--- config.mk ---
export PLATFORM = sky130hd
export DESIGN_NAME = igta_mul
export DESIGN_NICKNAME = d
export VERILOG_FILES = /design/src/hdl/igta_pkg.sv /design/src/hdl/igta_mul.sv
export SDC_FILE = /design/constraint.sdc
export NUM_CORES = 2
export LEC_CHECK = 0
export BUFFER_PORTS_ARGS = -buffer_cell sky130_fd_sc_hd__buf_2
export CAP_MARGIN = 20
export CORE_ASPECT_RATIO = 1.4
export CORE_MARGIN = 2
export CORE_UTILIZATION = 55
export DETAILED_ROUTE_END_ITERATION = 16
export HOLD_SLACK_MARGIN = 0.03
export MAX_ROUTING_LAYER = met4
export PLACE_DENSITY = 0.72
export SLEW_MARGIN = 15
export SYNTH_ARGS = -nofsm -noshare
export SYNTH_HDL_FRONTEND = slang
export SYNTH_SLANG_ARGS = --single-unit
--- constraint.sdc ---
create_clock -name i_clk -period 25.6 [get_ports i_clk]
set_clock_uncertainty 0.1 [all_clocks]
set_input_delay 5.12 -clock i_clk [delete_from_list [all_inputs] [get_ports i_clk]]
set_output_delay 5.12 -clock i_clk [all_outputs]
set_load 0.02 [all_outputs]
--- src/hdl/igta_pkg.sv ---
// ----------------------------------------------------------------------------
// igta_pkg
// Types, field widths and codes shared by the track association block.
// ----------------------------------------------------------------------------
package igta_pkg;

    // field widths
    localparam int COORD_W    = 16;
    localparam int SIZE_W     = 13;
    localparam int CONF_W     = 16;
    localparam int AGE_W      = 8;
    localparam int FRAME_W    = 31;
    localparam int ID_W       = 32;
    localparam int KIND_W     = 2;
    localparam int CFG_IDX_W  = 2;
    localparam int CFG_DATA_W = 16;

    // shared multiplier and IoU operand widths
    localparam int MUL_W  = 27;
    localparam int PROD_W = 2 * MUL_W;
    localparam int AREA_W = 2 * SIZE_W;
    localparam int UNI_W  = AREA_W + 1;

    // result kinds
    localparam logic [KIND_W-1:0] KIND_FRESH = 2'd0;
    localparam logic [KIND_W-1:0] KIND_COAST = 2'd1;
    localparam logic [KIND_W-1:0] KIND_DONE  = 2'd2;
    localparam logic [KIND_W-1:0] KIND_FULL  = 2'd3;

    // configuration register indexes
    localparam logic [CFG_IDX_W-1:0] CFG_CONF_THR = 2'd0;
    localparam logic [CFG_IDX_W-1:0] CFG_IOU_THR  = 2'd1;
    localparam logic [CFG_IDX_W-1:0] CFG_MAX_AGE  = 2'd2;

    // one track record as held in the table
    typedef struct packed {
        logic [ID_W-1:0]           id;
        logic signed [COORD_W-1:0] x;
        logic signed [COORD_W-1:0] y;
        logic [SIZE_W-1:0]         w;
        logic [SIZE_W-1:0]         h;
        logic [CONF_W-1:0]         conf;
        logic [AGE_W-1:0]          age;
        logic signed [COORD_W-1:0] vx;
        logic signed [COORD_W-1:0] vy;
        logic [FRAME_W-1:0]        frame;
    } t_rec;

    // saturate a 17 bit signed sum to 16 bits
    function automatic logic signed [COORD_W-1:0] sat16(input logic signed [COORD_W:0] v);
        logic signed [COORD_W-1:0] r;
        if (v[COORD_W] != v[COORD_W-1]) begin
            r = v[COORD_W] ? {1'b1, {(COORD_W-1){1'b0}}} : {1'b0, {(COORD_W-1){1'b1}}};
        end else begin
            r = v[COORD_W-1:0];
        end
        return r;
    endfunction

endpackage

--- src/hdl/igta_mul.sv ---
// ----------------------------------------------------------------------------
// igta_mul
// Shared unsigned multiplier with a registered product.
// ----------------------------------------------------------------------------
module igta_mul (
    input  logic                        i_clk,
    input  logic [igta_pkg::MUL_W-1:0]  i_a,
    input  logic [igta_pkg::MUL_W-1:0]  i_b,
    output logic [igta_pkg::PROD_W-1:0] o_p
);
    import igta_pkg::*;

    logic [PROD_W-1:0] r_p;

    // product is registered and lands in the cycle after the operands
    always_ff @(posedge i_clk) begin
        r_p <= PROD_W'(i_a) * PROD_W'(i_b);
    end

    assign o_p = r_p;

endmodule

---- Yosys cells after proc, flatten, opt, wreduce, memory -nomap -nowiden ----
Index checks and enable logic that the tools add are counted.
storage, ports and cells
  register bits ........................... 54
  bits of input ports ..................... 55
  output and inout bits ................... 54
  word-level logic and storage cells ...... 2
operators by class
  $mul .................................... 1
operators with widths
  operator          number
  $mul A27 B27 Y54  1

---- Depth between registers and ports, before layout ----
  word-level depth ........................ 1
  gate-level depth with buffers ........... 27
  depth with buffers taken out ............ 24

---- Least setup slack after synthesis ----
OpenSTA, ideal clock, no wires.
  kind .................................... input to register
  start ................................... in i_b[3] (netlist name)
  end ..................................... reg r_p[36] (netlist: o_p[36])
  library setup time ...................... 126 ps
  arrival time ............................ 11382 ps
  required time ........................... 25374 ps
  path slack .............................. 13991 ps
  cell stages on the path ................. 26
  path buffers ............................ 3
  path through ............................ clkbuf_1 > clkbuf_1 > nand2_1 > fa_1 > inv_1 > fa_1 > inv_1 > fa_1 > fa_1 > fa_1 > inv_1 > fa_1 > inv_1 > fa_1 > inv_1 > ha_1 > buf_2 > and2_1 > a221oi_1 > o21ai_0 > a21o_1 > a41oi_1 > o21ai_0 > a21oi_1 > o21bai_1 > xor2_1
on the way
  word-level cells in the longest chain between the ends .. 1
ends and longest elaborated chain
  what                    RTL line        RTL
  start: declaration      igta_mul.sv:8   input logic [igta_pkg::MUL_W-1:0] i_b,
  $mul A27 B27 Y54        igta_mul.sv:17  r_p <= PROD_W'(i_a) * PROD_W'(i_b);
  end signal: assignment  igta_mul.sv:17
  end: declaration        igta_mul.sv:13  logic [PROD_W-1:0] r_p;
No other way between the ends.

---- Worst setup path after layout ----
  start ................................... in i_a[14] (netlist name)
  end ..................................... reg r_p[42] (netlist: o_p[42])
on the way
  word-level cells in the longest chain between the ends .. 1
ends and longest elaborated chain
  what                RTL line        RTL
  start: declaration  igta_mul.sv:7   input logic [igta_pkg::MUL_W-1:0] i_a,
  $mul A27 B27 Y54    igta_mul.sv:17
No other way between the ends.

==> flow_summary.toml <==
[status]
status = "finished, final reports clean"

[sta]
finalHoldViolations = 0
fin_crit_sh = 0.4798
slew_headroom = 0.4820
tightestPinTransition_ns = 0.7770
max_freq_mhz = 81.42
layout_min_cycle_time_ns = 12.28
drv_slew = 0
finalSetupViolations = 0
rsz0062_at_grt = "false"
tns_ns = 0
setup_ws_ns = 13.32

[clocking]
cts_sinks = 54
clkTransAtPathRegs_ns = 0.08
cts_repair_resize_count = 0
postCtsHoldBufs = 0
cts_setup_buffers = 0
root_buffer = "clkbuf_16"
htreeDepth = 2
cts_tree = "yes"
cts_buffers = 5
clock_path_buffers = 2

[detailed_routing]
ant_nets = 0
drc = 0
vias = 18900
via_per_inst = 5.592
wire_per_inst_um = 20.39
drtPass1Iterations = 5
drtIter0Drc = 992
wl_um = 68890

[critical_path]
endpoint_kind = "flip-flop"
max_stage_delay_ns = 0.63
critPathRequiredTime_ns = 25.74
crit_arrival_ns = 12.42
slowest_stage = "fa_1"
startpoint = "i_a[14]"
cp_common_cell = "fa_1"
path_delay_family = "adder cells"
cp-start-kind = "input pin"
cp_num_buf_inv = 6
crit_fanout = 27
path_cells = "buf_2 > nand2_1 > fa_1 > inv_1 > fa_1 > inv_1 > fa_1 > inv_1 > fa_1 > fa_1 > fa_1 > inv_1 > fa_1 > inv_1 > ha_1 > nand4_1 > nor2_1 > nand2_1 > o211ai_1 > nand2_1 > a211oi_1 > nor2_1 > o21ai_0 > xor2_1"
crit_type = "input pin to flip-flop"

[final_layout]
drive_gt1_frac = 0.04337
largest_register_ffs = 54
fin_util = 0.5735
area_delta_synth_final_pct = 3.034
nNetsFinal = 3684
instances_no_fill = 3379

[die]
die_w_um = 184.1
start_util = 0.5566
die_area_um2 = 47180
num_rows = 92
die_y_um = 256.2
pin_count = 109
core_um2 = 44890

[synth]
synth.avg_cell_area_um2 = 8.725
synth_cells = 2864
synth-edff-count = 0
syn_area_um2 = 24990
ys_warn_count = 0
yosysUniqueCellTypes = 47
async_reset_ff_frac = 0
synth-seq-area-share = 0.04326
syn_nets = 3736
synth_ff_type = "dfxtp_1"
ys_ff_latch = 54

[global_route]
grt_pass1_vias = 21210
grt_max_degree = 28
grt_use_total = 0.3162
grt.overflow.total = 0
antenna_found_initial = 2
grt_pass1_wl_um = 110100

[place]
gp_congestion = 0.9712
io_buffers = 108
pre_cts_ws_ns = 13.06
hpwlAfterDp_um = 54500
place_inst = 3369

[hold_path]
hold_path.class = "input pin to flip-flop"
min_from = "i_a[0]"

[job]
maxCapViolations = 0
area by class of cell:
cell class / count / area [um2]
diodes: 2 / 5.005
multi-input cells: 1901 / 20480
clock inverters: 3 / 21.27
flip-flops and latches: 54 / 1081
clock buffers: 5 / 125.1
fillers: 3960 / 19150
repair buffers: 108 / 540.5
well taps: 564 / 705.7
inverters: 742 / 2785
layout by cell type (no fill, tap or decap), types with 6 or more instances in the layout:
| cell | count |
|---|---|
| inv_1 | 742 |
| fa_1 | 624 |
| nand2_1 | 506 |
| and2_1 | 273 |
| ha_1 | 193 |
| buf_2 | 108 |
| a21oi_1 | 63 |
| dfxtp_1 | 54 |
| a21o_1 | 37 |
| xnor2_1 | 31 |
| nor2_1 | 28 |
| o21ai_0 | 25 |
| xor2_1 | 19 |
| nand4_1 | 18 |
| o21bai_1 | 16 |
| nand3_1 | 12 |
| a31oi_1 | 7 |
| nor3_1 | 6 |
final timing paths:
kind                          end  slack (ns)  depth (start not counted)
setup / recovery  o_p[42]$_DFF_P_       13.32                         24
hold / removal     o_p[0]$_DFF_P_        5.31                          2
cell usage after synthesis, drive strengths merged, types with 2 or more instances:
| master | instances | area [um2] |
|---|---|---|
| ha | 193 | 2415 |
| fa | 624 | 12490 |
| buf | 8 | 40.04 |
| and2 | 273 | 1708 |
| nand2 | 506 | 1899 |
| clkbuf | 159 | 599.3 |
| o22ai | 2 | 12.51 |
| nor2 | 28 | 105.1 |
| o211ai | 3 | 22.52 |
| nand4 | 18 | 112.6 |
| a211oi | 3 | 22.52 |
| xor2 | 19 | 166.4 |
| o21a | 2 | 15.01 |
| nor2b | 4 | 25.02 |
| dfxtp | 54 | 1081 |
| a221oi | 3 | 26.28 |
| a21oi | 63 | 315.3 |
| inv | 742 | 2785 |
| nand2b | 5 | 31.28 |
| nor3 | 6 | 30.03 |
| and3 | 2 | 12.51 |
| o31ai | 2 | 28.78 |
| o21ai | 26 | 130.1 |
| nand3 | 12 | 60.06 |
| a31oi | 7 | 43.79 |
| a21o | 37 | 277.8 |
| xnor2 | 31 | 271.5 |
| o21bai | 16 | 120.1 |
per-stage QoR:
stage	instance area [um2]	hold slack, ns
2_1_floorplan	24990	5.342
6_report	25750	5.306
5_1_grt	25750	5.320
4_1_cts	25740	5.296
3_3_place_gp	25600	5.436
3_5_place_dp	25600	5.435
kinds of logic after synthesis:
kind of cell / share of synthesized area
buf+inv: 0.1370
flops: 0.04326
xor+xnor: 0.01752
fa+ha+maj: 0.5965
compound gates: 0.04401
simple gates: 0.1616
routing by layer:
layer  vias to the layer above  share of wire  global-route usage
met5                         -              0                   -
met4                         0          0.098              0.2464
met3                       304          0.052             0.03096
met2                       781           0.53              0.5519
met1                      9739           0.32              0.3232
li1                       8071              -                   -
Power is not shown: default switching activity piles up to over one toggle a cycle in this logic, so the estimate is an artifact.
